File: config.mk
export PLATFORM = sky130hd
export DESIGN_NAME = universal_serial_interface_core_flat
export DESIGN_NICKNAME = d
export VERILOG_FILES = /design/src/design/usi_pkg.sv /design/src/design/usi_if.sv /design/src/design/usi_step.sv /design/src/design/universal_serial_interface_core.sv /design/src/flat_wrapper.sv
export SDC_FILE = /design/constraint.sdc
export NUM_CORES = 1
export LEC_CHECK = 0
export BUFFER_PORTS_ARGS = -buffer_cell sky130_fd_sc_hd__buf_2
export CAP_MARGIN = 20
export CORE_MARGIN = 3
export CORE_UTILIZATION = 36
export CTS_CLUSTER_SIZE = 20
export DETAILED_ROUTE_END_ITERATION = 8
export GPL_ROUTABILITY_DRIVEN = 0
export PLACE_DENSITY = 0.52
export SETUP_SLACK_MARGIN = 0.05
export SLEW_MARGIN = 5
export SYNTH_ARGS = -nofsm -noshare
export SYNTH_HDL_FRONTEND = slang
export SYNTH_HIERARCHICAL = 1
export SYNTH_SLANG_ARGS = --single-unit
File: constraint.sdc
create_clock -name clk -period 4 [get_ports clk]
set_clock_uncertainty 0.1 [all_clocks]
set_input_delay 0.4 -clock clk [delete_from_list [all_inputs] [get_ports clk]]
set_output_delay 0.4 -clock clk [all_outputs]
set_load 0.01 [all_outputs]
File: src/design/usi_pkg.sv
// Shared types, codes and helper functions of the universal serial interface.
`timescale 1ns / 1ps

package usi_pkg;

    // Item kinds
    typedef enum logic [1:0] {
        KIND_REG_WRITE  = 2'd0,
        KIND_TIMER      = 2'd1,
        KIND_CLOCK_PIN  = 2'd2,
        KIND_DATA_PIN   = 2'd3
    } usi_kind_t;

    // Register select codes
    typedef enum logic [1:0] {
        REG_CONTROL = 2'd0,
        REG_STATUS  = 2'd1,
        REG_SHIFT   = 2'd2
    } usi_reg_sel_t;

    typedef enum logic [1:0] {
        WIRE_OFF      = 2'd0,
        WIRE_THREE    = 2'd1,
        WIRE_TWO      = 2'd2,
        WIRE_TWO_HOLD = 2'd3
    } usi_wire_mode_t;

    typedef enum logic [1:0] {
        CLK_STROBE   = 2'd0,
        CLK_TIMER    = 2'd1,
        CLK_EXT_RISE = 2'd2,
        CLK_EXT_FALL = 2'd3
    } usi_clock_mode_t;

    localparam int DATA_W  = 8;
    localparam int COUNT_W = 4;

    // Control register bit positions
    localparam int CTRL_START_IE = 7;
    localparam int CTRL_OVF_IE   = 6;
    localparam int CTRL_WM_HI    = 5;
    localparam int CTRL_WM_LO    = 4;
    localparam int CTRL_CS_HI    = 3;
    localparam int CTRL_CS_LO    = 2;
    localparam int CTRL_STROBE   = 1;
    localparam int CTRL_TOGGLE   = 0;

    // Status register bit positions
    localparam int STAT_START = 7;
    localparam int STAT_OVF   = 6;
    localparam int STAT_STOP  = 5;

    typedef struct packed {
        logic [1:0]         kind;
        logic [1:0]         reg_sel;
        logic [DATA_W-1:0]  write_data;
        logic               timer_match_a;
        logic               clock_pin;
        logic               data_pin;
    } usi_item_t;

    typedef struct packed {
        logic [DATA_W-1:0]  shift;
        logic [DATA_W-1:0]  buffer;
        logic [COUNT_W-1:0] count;
        usi_clock_mode_t    clock_mode;
        usi_wire_mode_t     wire_mode;
        logic               strobe;
        logic               flag_ovf;
        logic               flag_start;
        logic               flag_stop;
        logic               ovf_ie;
        logic               start_ie;
        logic               start_seen;
        logic               hold;
        logic               ld_clk;
        logic               ld_do;
        logic               ld_sda;
    } usi_state_t;

    typedef struct packed {
        logic [DATA_W-1:0]  data_reg;
        logic [DATA_W-1:0]  buffer_reg;
        logic [COUNT_W-1:0] counter;
        logic               ovf_flag;
        logic               start_flag;
        logic               stop_flag;
        logic               clk_line;
        logic               do_line;
        logic               sda_line;
        logic               clock_hold;
        logic               ovf_irq;
        logic               start_irq;
    } usi_result_t;

    function automatic logic is_two_wire(input usi_wire_mode_t m);
        return (m == WIRE_TWO) || (m == WIRE_TWO_HOLD);
    endfunction

    // Output latch closed: rising mode with clock low, falling mode with clock high
    function automatic logic is_latched(input usi_clock_mode_t cm, input logic clk_lvl);
        return ((cm == CLK_EXT_RISE) && !clk_lvl) || ((cm == CLK_EXT_FALL) && clk_lvl);
    endfunction

endpackage

File: src/design/usi_if.sv
// Valid/ready channels carrying input items and result items.
`timescale 1ns / 1ps

interface usi_in_if;
    logic       valid;
    logic       ready;
    logic [1:0] kind;
    logic [1:0] reg_sel;
    logic [7:0] write_data;
    logic       timer_match_a;
    logic       clock_pin;
    logic       data_pin;

    modport source (output valid, kind, reg_sel, write_data, timer_match_a, clock_pin,
                    data_pin, input ready);
    modport sink   (input valid, kind, reg_sel, write_data, timer_match_a, clock_pin,
                    data_pin, output ready);
endinterface

interface usi_out_if;
    logic       valid;
    logic       ready;
    logic [7:0] data_reg;
    logic [7:0] buffer_reg;
    logic [3:0] counter;
    logic       ovf_flag;
    logic       start_flag;
    logic       stop_flag;
    logic       clk_line;
    logic       do_line;
    logic       sda_line;
    logic       clock_hold;
    logic       ovf_irq;
    logic       start_irq;

    modport source (output valid, data_reg, buffer_reg, counter, ovf_flag, start_flag,
                    stop_flag, clk_line, do_line, sda_line, clock_hold, ovf_irq,
                    start_irq, input ready);
    modport sink   (input valid, data_reg, buffer_reg, counter, ovf_flag, start_flag,
                    stop_flag, clk_line, do_line, sda_line, clock_hold, ovf_irq,
                    start_irq, output ready);
endinterface

File: src/design/usi_step.sv
// Event logic: next state of the shift engine for one item.
`timescale 1ns / 1ps

module usi_step
    import usi_pkg::*;
(
    input  usi_state_t state_cur,
    input  usi_item_t  item,
    output usi_state_t state_next
);

    // Drive the shift register MSB onto the active data line
    function automatic usi_state_t drive_msb(input usi_state_t s);
        usi_state_t r;
        r = s;
        if (s.wire_mode == WIRE_THREE)
            r.ld_do = s.shift[DATA_W-1];
        else if (s.wire_mode != WIRE_OFF)
            r.ld_sda = s.shift[DATA_W-1];
        return r;
    endfunction

    // Advance the edge counter; on wrap copy to buffer, flag overflow and, in hold mode, hold the clock
    function automatic usi_state_t count_edge(input usi_state_t s);
        usi_state_t r;
        r = s;
        r.count = s.count + COUNT_W'(1);
        if (r.count == '0)
        begin
            r.buffer   = s.shift;
            r.flag_ovf = 1'b1;
            if (s.wire_mode == WIRE_TWO_HOLD)
                r.hold = 1'b1;
        end
        return r;
    endfunction

    usi_state_t      s;
    usi_wire_mode_t  wm_new;
    usi_clock_mode_t cm_new;
    logic            was_latched;
    logic            ovf_after;
    logic            shift_edge;
    logic [DATA_W-1:0] v;

    always_comb
    begin
        s           = state_cur;
        v           = item.write_data;
        wm_new      = usi_wire_mode_t'(v[CTRL_WM_HI:CTRL_WM_LO]);
        cm_new      = usi_clock_mode_t'(v[CTRL_CS_HI:CTRL_CS_LO]);
        was_latched = 1'b0;
        ovf_after   = 1'b0;
        shift_edge  = 1'b0;

        unique case (usi_kind_t'(item.kind))
            KIND_REG_WRITE:
            begin
                case (item.reg_sel)
                    REG_CONTROL:
                    begin
                        // Wire mode change: update the data line, drop two-wire state outside two-wire modes
                        if (wm_new != s.wire_mode)
                        begin
                            s.wire_mode = wm_new;
                            if (!is_latched(s.clock_mode, item.clock_pin))
                                s = drive_msb(s);
                            if (!is_two_wire(wm_new))
                            begin
                                s.hold       = 1'b0;
                                s.start_seen = 1'b0;
                            end
                        end
                        // Clock mode change: release the output latch if it opens
                        was_latched  = is_latched(s.clock_mode, item.clock_pin);
                        s.clock_mode = cm_new;
                        if (was_latched && !is_latched(cm_new, item.clock_pin))
                            s = drive_msb(s);
                        s.ovf_ie   = v[CTRL_OVF_IE];
                        s.start_ie = v[CTRL_START_IE];
                        s.strobe   = v[CTRL_STROBE];
                        // Strobe in strobe mode: shift, drive, count, self-clear
                        if ((cm_new == CLK_STROBE) && s.strobe)
                        begin
                            s.shift  = {s.shift[DATA_W-2:0], item.data_pin};
                            s        = drive_msb(s);
                            s        = count_edge(s);
                            s.strobe = 1'b0;
                        end
                        // Clock toggle; counts in external modes when strobe is set
                        if (v[CTRL_TOGGLE])
                        begin
                            s.ld_clk = ~s.ld_clk;
                            if (((cm_new == CLK_EXT_RISE) || (cm_new == CLK_EXT_FALL))
                                && s.strobe)
                                s = count_edge(s);
                        end
                    end
                    REG_STATUS:
                    begin
                        ovf_after = v[STAT_OVF] ? 1'b0 : s.flag_ovf;
                        if ((v[STAT_OVF] && (s.wire_mode == WIRE_TWO_HOLD) && !s.flag_start)
                            || (v[STAT_START] && ((s.wire_mode == WIRE_TWO)
                                || ((s.wire_mode == WIRE_TWO_HOLD) && !ovf_after))))
                            s.hold = 1'b0;
                        if (v[STAT_OVF])
                            s.flag_ovf = 1'b0;
                        if (v[STAT_START])
                        begin
                            s.flag_start = 1'b0;
                            s.start_seen = 1'b0;
                        end
                        if (v[STAT_STOP])
                            s.flag_stop = 1'b0;
                        s.count = v[COUNT_W-1:0];
                    end
                    REG_SHIFT:
                    begin
                        s.shift = v;
                        if (!is_latched(s.clock_mode, item.clock_pin))
                            s = drive_msb(s);
                    end
                    default:
                    begin
                        s = state_cur;
                    end
                endcase
            end
            KIND_TIMER:
            begin
                if ((s.clock_mode == CLK_TIMER) && item.timer_match_a)
                begin
                    s.shift = {s.shift[DATA_W-2:0], item.data_pin};
                    s       = drive_msb(s);
                    s       = count_edge(s);
                end
            end
            KIND_CLOCK_PIN:
            begin
                // External clock: shift on the active edge, drive on the other
                if ((s.clock_mode == CLK_EXT_RISE) || (s.clock_mode == CLK_EXT_FALL))
                begin
                    shift_edge = (s.clock_mode == CLK_EXT_RISE) ? item.clock_pin
                                                                : !item.clock_pin;
                    if (shift_edge)
                        s.shift = {s.shift[DATA_W-2:0], item.data_pin};
                    else
                        s = drive_msb(s);
                    if (!s.strobe)
                        s = count_edge(s);
                end
                // First falling clock after a start holds the clock
                if (s.start_seen && !item.clock_pin)
                begin
                    s.start_seen = 1'b0;
                    s.hold       = 1'b1;
                end
            end
            KIND_DATA_PIN:
            begin
                // Data edge with clock high: start or stop condition
                if (is_two_wire(s.wire_mode) && item.clock_pin)
                begin
                    if (item.data_pin)
                        s.flag_stop = 1'b1;
                    else
                    begin
                        s.start_seen = 1'b1;
                        s.flag_start = 1'b1;
                    end
                end
            end
        endcase

        state_next = s;
    end

endmodule

File: src/design/universal_serial_interface_core.sv
// Top level of the universal serial interface shift engine.
// Each item (register write, timer event, clock pin or data pin change) yields
// exactly one result that reports the shift register, buffer, counter, flags,
// line drives, clock hold and interrupt lines after the item. The item passes
// through the input register, then the single pass of event logic, into the
// state and result registers; one item is taken per cycle while the result is
// not stalled. A stalled result stops the next item from entering the input
// register once that register holds an item. No clearing pass follows reset.
`timescale 1ns / 1ps

module universal_serial_interface_core
    import usi_pkg::*;
(
    input  logic      clk,
    input  logic      rst_n,
    usi_in_if.sink    in_ch,
    usi_out_if.source out_ch
);

    logic        in_valid_reg;
    usi_item_t   in_item_reg;
    logic        out_valid_reg;
    usi_result_t out_reg;
    usi_result_t out_next;
    usi_state_t  state_reg;
    usi_state_t  state_next;
    logic        advance;

    // Process the held item once the result register is free
    assign advance     = in_valid_reg && (!out_valid_reg || out_ch.ready);
    assign in_ch.ready = !in_valid_reg || advance;

    // Input register
    always_ff @(posedge clk or negedge rst_n)
    begin
        if (!rst_n)
            in_valid_reg <= 1'b0;
        else if (in_ch.ready)
            in_valid_reg <= in_ch.valid;
    end

    always_ff @(posedge clk or negedge rst_n)
    begin
        if (!rst_n)
            in_item_reg <= '0;
        else if (in_ch.valid && in_ch.ready)
        begin
            in_item_reg.kind          <= in_ch.kind;
            in_item_reg.reg_sel       <= in_ch.reg_sel;
            in_item_reg.write_data    <= in_ch.write_data;
            in_item_reg.timer_match_a <= in_ch.timer_match_a;
            in_item_reg.clock_pin     <= in_ch.clock_pin;
            in_item_reg.data_pin      <= in_ch.data_pin;
        end
    end

    usi_step u_usi_step (
        .state_cur  (state_reg),
        .item       (in_item_reg),
        .state_next (state_next)
    );

    // Engine state
    always_ff @(posedge clk or negedge rst_n)
    begin
        if (!rst_n)
            state_reg <= '0;
        else if (advance)
            state_reg <= state_next;
    end

    // Assemble the result from the updated state
    always_comb
    begin
        out_next.data_reg   = state_next.shift;
        out_next.buffer_reg = state_next.buffer;
        out_next.counter    = state_next.count;
        out_next.ovf_flag   = state_next.flag_ovf;
        out_next.start_flag = state_next.flag_start;
        out_next.stop_flag  = state_next.flag_stop;
        out_next.clk_line   = state_next.ld_clk;
        out_next.do_line    = state_next.ld_do;
        out_next.sda_line   = state_next.ld_sda;
        out_next.clock_hold = state_next.hold;
        out_next.ovf_irq    = state_next.flag_ovf && state_next.ovf_ie;
        out_next.start_irq  = state_next.flag_start && state_next.start_ie;
    end

    // Result register
    always_ff @(posedge clk or negedge rst_n)
    begin
        if (!rst_n)
            out_valid_reg <= 1'b0;
        else if (advance)
            out_valid_reg <= 1'b1;
        else if (out_ch.ready)
            out_valid_reg <= 1'b0;
    end

    always_ff @(posedge clk)
    begin
        if (advance)
            out_reg <= out_next;
    end

    assign out_ch.valid      = out_valid_reg;
    assign out_ch.data_reg   = out_reg.data_reg;
    assign out_ch.buffer_reg = out_reg.buffer_reg;
    assign out_ch.counter    = out_reg.counter;
    assign out_ch.ovf_flag   = out_reg.ovf_flag;
    assign out_ch.start_flag = out_reg.start_flag;
    assign out_ch.stop_flag  = out_reg.stop_flag;
    assign out_ch.clk_line   = out_reg.clk_line;
    assign out_ch.do_line    = out_reg.do_line;
    assign out_ch.sda_line   = out_reg.sda_line;
    assign out_ch.clock_hold = out_reg.clock_hold;
    assign out_ch.ovf_irq    = out_reg.ovf_irq;
    assign out_ch.start_irq  = out_reg.start_irq;

endmodule

File: src/flat_wrapper.sv
// flat-port wrapper written by rule: the top's interface ports become plain ports
module universal_serial_interface_core_flat import usi_pkg::*;
  (clk, rst_n, in_ch_valid, in_ch_kind, in_ch_reg_sel, in_ch_write_data, in_ch_timer_match_a, in_ch_clock_pin, in_ch_data_pin, in_ch_ready, out_ch_valid, out_ch_data_reg, out_ch_buffer_reg, out_ch_counter, out_ch_ovf_flag, out_ch_start_flag, out_ch_stop_flag, out_ch_clk_line, out_ch_do_line, out_ch_sda_line, out_ch_clock_hold, out_ch_ovf_irq, out_ch_start_irq, out_ch_ready);
  usi_in_if in_ch_i ();
  usi_out_if out_ch_i ();
  input  logic clk;
  input  logic rst_n;
  input wire logic [$bits(in_ch_i.valid)-1:0] in_ch_valid;
  input wire logic [$bits(in_ch_i.kind)-1:0] in_ch_kind;
  input wire logic [$bits(in_ch_i.reg_sel)-1:0] in_ch_reg_sel;
  input wire logic [$bits(in_ch_i.write_data)-1:0] in_ch_write_data;
  input wire logic [$bits(in_ch_i.timer_match_a)-1:0] in_ch_timer_match_a;
  input wire logic [$bits(in_ch_i.clock_pin)-1:0] in_ch_clock_pin;
  input wire logic [$bits(in_ch_i.data_pin)-1:0] in_ch_data_pin;
  output wire logic [$bits(in_ch_i.ready)-1:0] in_ch_ready;
  output wire logic [$bits(out_ch_i.valid)-1:0] out_ch_valid;
  output wire logic [$bits(out_ch_i.data_reg)-1:0] out_ch_data_reg;
  output wire logic [$bits(out_ch_i.buffer_reg)-1:0] out_ch_buffer_reg;
  output wire logic [$bits(out_ch_i.counter)-1:0] out_ch_counter;
  output wire logic [$bits(out_ch_i.ovf_flag)-1:0] out_ch_ovf_flag;
  output wire logic [$bits(out_ch_i.start_flag)-1:0] out_ch_start_flag;
  output wire logic [$bits(out_ch_i.stop_flag)-1:0] out_ch_stop_flag;
  output wire logic [$bits(out_ch_i.clk_line)-1:0] out_ch_clk_line;
  output wire logic [$bits(out_ch_i.do_line)-1:0] out_ch_do_line;
  output wire logic [$bits(out_ch_i.sda_line)-1:0] out_ch_sda_line;
  output wire logic [$bits(out_ch_i.clock_hold)-1:0] out_ch_clock_hold;
  output wire logic [$bits(out_ch_i.ovf_irq)-1:0] out_ch_ovf_irq;
  output wire logic [$bits(out_ch_i.start_irq)-1:0] out_ch_start_irq;
  input wire logic [$bits(out_ch_i.ready)-1:0] out_ch_ready;
  assign in_ch_i.valid = in_ch_valid;
  assign in_ch_i.kind = in_ch_kind;
  assign in_ch_i.reg_sel = in_ch_reg_sel;
  assign in_ch_i.write_data = in_ch_write_data;
  assign in_ch_i.timer_match_a = in_ch_timer_match_a;
  assign in_ch_i.clock_pin = in_ch_clock_pin;
  assign in_ch_i.data_pin = in_ch_data_pin;
  assign in_ch_ready = in_ch_i.ready;
  assign out_ch_valid = out_ch_i.valid;
  assign out_ch_data_reg = out_ch_i.data_reg;
  assign out_ch_buffer_reg = out_ch_i.buffer_reg;
  assign out_ch_counter = out_ch_i.counter;
  assign out_ch_ovf_flag = out_ch_i.ovf_flag;
  assign out_ch_start_flag = out_ch_i.start_flag;
  assign out_ch_stop_flag = out_ch_i.stop_flag;
  assign out_ch_clk_line = out_ch_i.clk_line;
  assign out_ch_do_line = out_ch_i.do_line;
  assign out_ch_sda_line = out_ch_i.sda_line;
  assign out_ch_clock_hold = out_ch_i.clock_hold;
  assign out_ch_ovf_irq = out_ch_i.ovf_irq;
  assign out_ch_start_irq = out_ch_i.start_irq;
  assign out_ch_i.ready = out_ch_ready;
  universal_serial_interface_core u_core (.clk(clk), .rst_n(rst_n), .in_ch(in_ch_i), .out_ch(out_ch_i));
endmodule
==> summary.txt <==
Power and ir drop
  • Pwr/cell area: about 560 nW/um2
  • Maximum vdd drop: approximately 0.24 mV
  • Total power: between 0.003 and 0.004 W
  • Leak: approximately 2.8 nW

GRT
  • Initial antenna violation count: 0
  • Pin count of the biggest net entering global routing: 36
  • Total GRT Usage: 18.77%
  • Vias in the first global route: about 4300
  • Global-route wire length before repair: roughly 24000 um
  • Global route overflow: 0

Timing
  • Max-slew violation count: 0
  • Hold Vio Cnt, Final: 0
  • Final worst path period share: approximately 74%
  • Worst slew margin: between 40% and 50%
  • Final critical-path required period: about 3000 ps
  • Fmax: 0.3359 GHz
  • Worst Max-Slew Pin Slew: about 860 ps
  • Final setup vio count: 0
  • Post-route setup TNS: 0 ps
  • RSZ-0062 raised after global routing: no

Clock tree
  • Worst-path clk slew: ~60 ps
  • CTS tree: built
  • Buffer depth of the longest clock path: 2
  • CTS H-tree depth: 3
  • Worst skew pair latency: ~350 ps
  • CTS Root Cell: clkbuf_16
  • Post CTS Setup Buffer Count: 0
  • TritonCTS buffer count: 9
  • Clock sinks: 81
  • Post-CTS sizing: 0
  • Cts hold-fix bufs: 1

Logic synthesis
  • Synth top cells by count: dfrtp_1 (52), mux2i_1 (43), a21oi_1 (42), mux2_4 (39), mux2_2 (30)
  • Yosys top cell by area: dfrtp_1
  • Post-synth EDFFs: 29
  • Seq/Total Area, Yosys: between 30% and 40%
  • Post-synthesis mux area share: between 20% and 30%
  • Synth top area share: 23.19%
  • Synth Area in XOR/XNOR: approximately 2.4%
  • Simple-gate share of the synthesized area: between 10% and 20%
  • Main synth FF type: dfrtp_1
  • Adder-Cell Fraction of Synth Area: 1.561%
  • Synthesized Nets: approximately 550
  • Async S/R FF share, synth: 64.20%
  • Synth Register Bits: just over 80
  • Syn Std Cell Area: roughly 5600 um2
  • Most frequent cell after synthesis: dfrtp_1
  • Complex-gate fraction of the synthesized area: between 10% and 20%
  • Yosys cell types: 67
  • Syn Inst Count: between 500 and 600
  • Synth Warn #: 6
  • Synthesized area per cell: between 10 and 15 um2
  • Synth area leaders: dfrtp_1 (23%), edfxtp_1 (16%), mux2_4 (10%), mux2i_1 (7.7%), mux2_2 (6.0%)
  • Largest family of logic cells by synthesized area: multiplexers

Detailed routing
  • Routed vias: 4359
  • Routed WL: ~16000 um
  • Via density: ~5.8
  • Initial drt markers: 457
  • WL/cell: about 21 um
  • Initial DRT Pass Iterations: 5
  • ANT nets after route: 0
  • # DRC: 0

Floorplan
  • Core ar.: 15200 um2
  • Die width: 130.9 um
  • Ports: 50
  • Initial Util: a little under two fifths
  • Core Rows: 45
  • Die height: 130.9 um
  • Die Footprint: 17120 um2

Cells and area
  • Share of layout cells above drive strength 1: slightly below 30%
  • Largest register FFs: 35
  • Area delta synth->final: 12.11%
  • Final nets: ~600
  • Ant. Diodes: 0

Worst setup path
  • CP arrival: about 3100 ps
  • Critical Path End Type: flop
  • CP Class: flop to flop
  • Req. time, crit path: 4130 ps
  • Setup crit start kind: flop
  • CP max FO: 27

Place
  • HPWL Detailed: 10370 um
  • # port buffers: ~50

Outcome
  • Status: completed

Min path
  • Hold WC Path Type: input port to flop

Flow run
  • Max-capacitance violation count: 0
## cells by family after synthesis
logic type               Yosys count
AO/OA/AOI/OAI                    146
buffers and inverters             57
XOR/XNOR                          13
multiplexers                     112
AND/OR/NAND/NOR                  105
adder cells (fa/ha/maj)            7
flip-flops                        81
## routing by layer
metal / GRT usage (%) / vias up / part of all wire, %
li1: - / 2022 / -
met1: 26.06 / 2187 / 46
met5: 0 / - / 0
met3: 3.740 / 23 / 4.8
met2: 29.12 / 127 / 47
met4: 6.776 / 0 / 2.2
## metrics by stage
stage	hold slack [ps]	cell area, um2	utilization (%)	setup slack [ps]	instances
6_report	179.3	6291	41.38	1023	750
5_1_grt	170.7	6291	41.38	807.1	750
4_1_cts	165.1	6291	41.38	1060	750
3_5_place_dp	295.6	5971	39.28	1074	733
3_3_place_gp	288.7	5971	39.28	1086	733
2_1_floorplan	4.409	5612	-	1452	521
## cells in the final DEF (no fill, tap or decap), types with 5 or more instances in the layout
| cell type | count |
|---|---|
| a21oi_1 | 42 |
| a221oi_1 | 8 |
| a22o_1 | 5 |
| a22oi_1 | 15 |
| and2_1 | 11 |
| buf_2 | 49 |
| buf_4 | 10 |
| clkbuf_16 | 11 |
| dfrtp_1 | 52 |
| edfxtp_1 | 29 |
| ha_1 | 7 |
| inv_1 | 20 |
| mux2_2 | 30 |
| mux2_4 | 39 |
| mux2i_1 | 43 |
| nand2_1 | 21 |
| nand2b_1 | 8 |
| nand3_1 | 7 |
| nor2_1 | 13 |
| nor2b_1 | 7 |
| nor3_1 | 13 |
| o211ai_1 | 9 |
| o21ai_0 | 27 |
| o221ai_1 | 6 |
| or2_2 | 7 |
| xnor2_1 | 6 |
## worst max-delay path: stages (launching register included)
cell and delay, ps:
dfrtp_1 700, and3b_1 760, nand3_1 250, a21o_1 400, a22oi_1 220, o211ai_1 130
mux2_4 300
## cell type report
cell class	count	area [um2]
timing repair buffer	60	330.3
inverter	22	82.58
multi-input combinational	383	3161
clock inverter	3	17.52
clock buffer	13	292.8
tap	188	235.2
fill	1496	8911
sequential	81	2172
## final timing paths
check	from	end	slack, ps	depth (start not counted)
max	u_core/state_reg[14]	u_core/state_reg[21]	1020	6
min	in_ch_write_data[6]	u_core/in_item_reg[9]	180	2
max reg2reg	u_core/state_reg[14]	u_core/state_reg[21]	1020	6
min reg2reg	u_core/state_reg[5]	u_core/state_reg[5]	410	1
max in group asynchronous	rst_n	u_core/state_reg[4]	2520	3
min in group asynchronous	rst_n	u_core/state_reg[22]	450	2
## where the power goes
part	internal [W]	switching [W]	total [W]
Clock	0.000513	0.000335	0.000848
Sequential	0.00106	0.000312	0.00137
Combinational	0.000624	0.000679	0.00130
No activity file was read; power rests on OpenSTA's default activity.
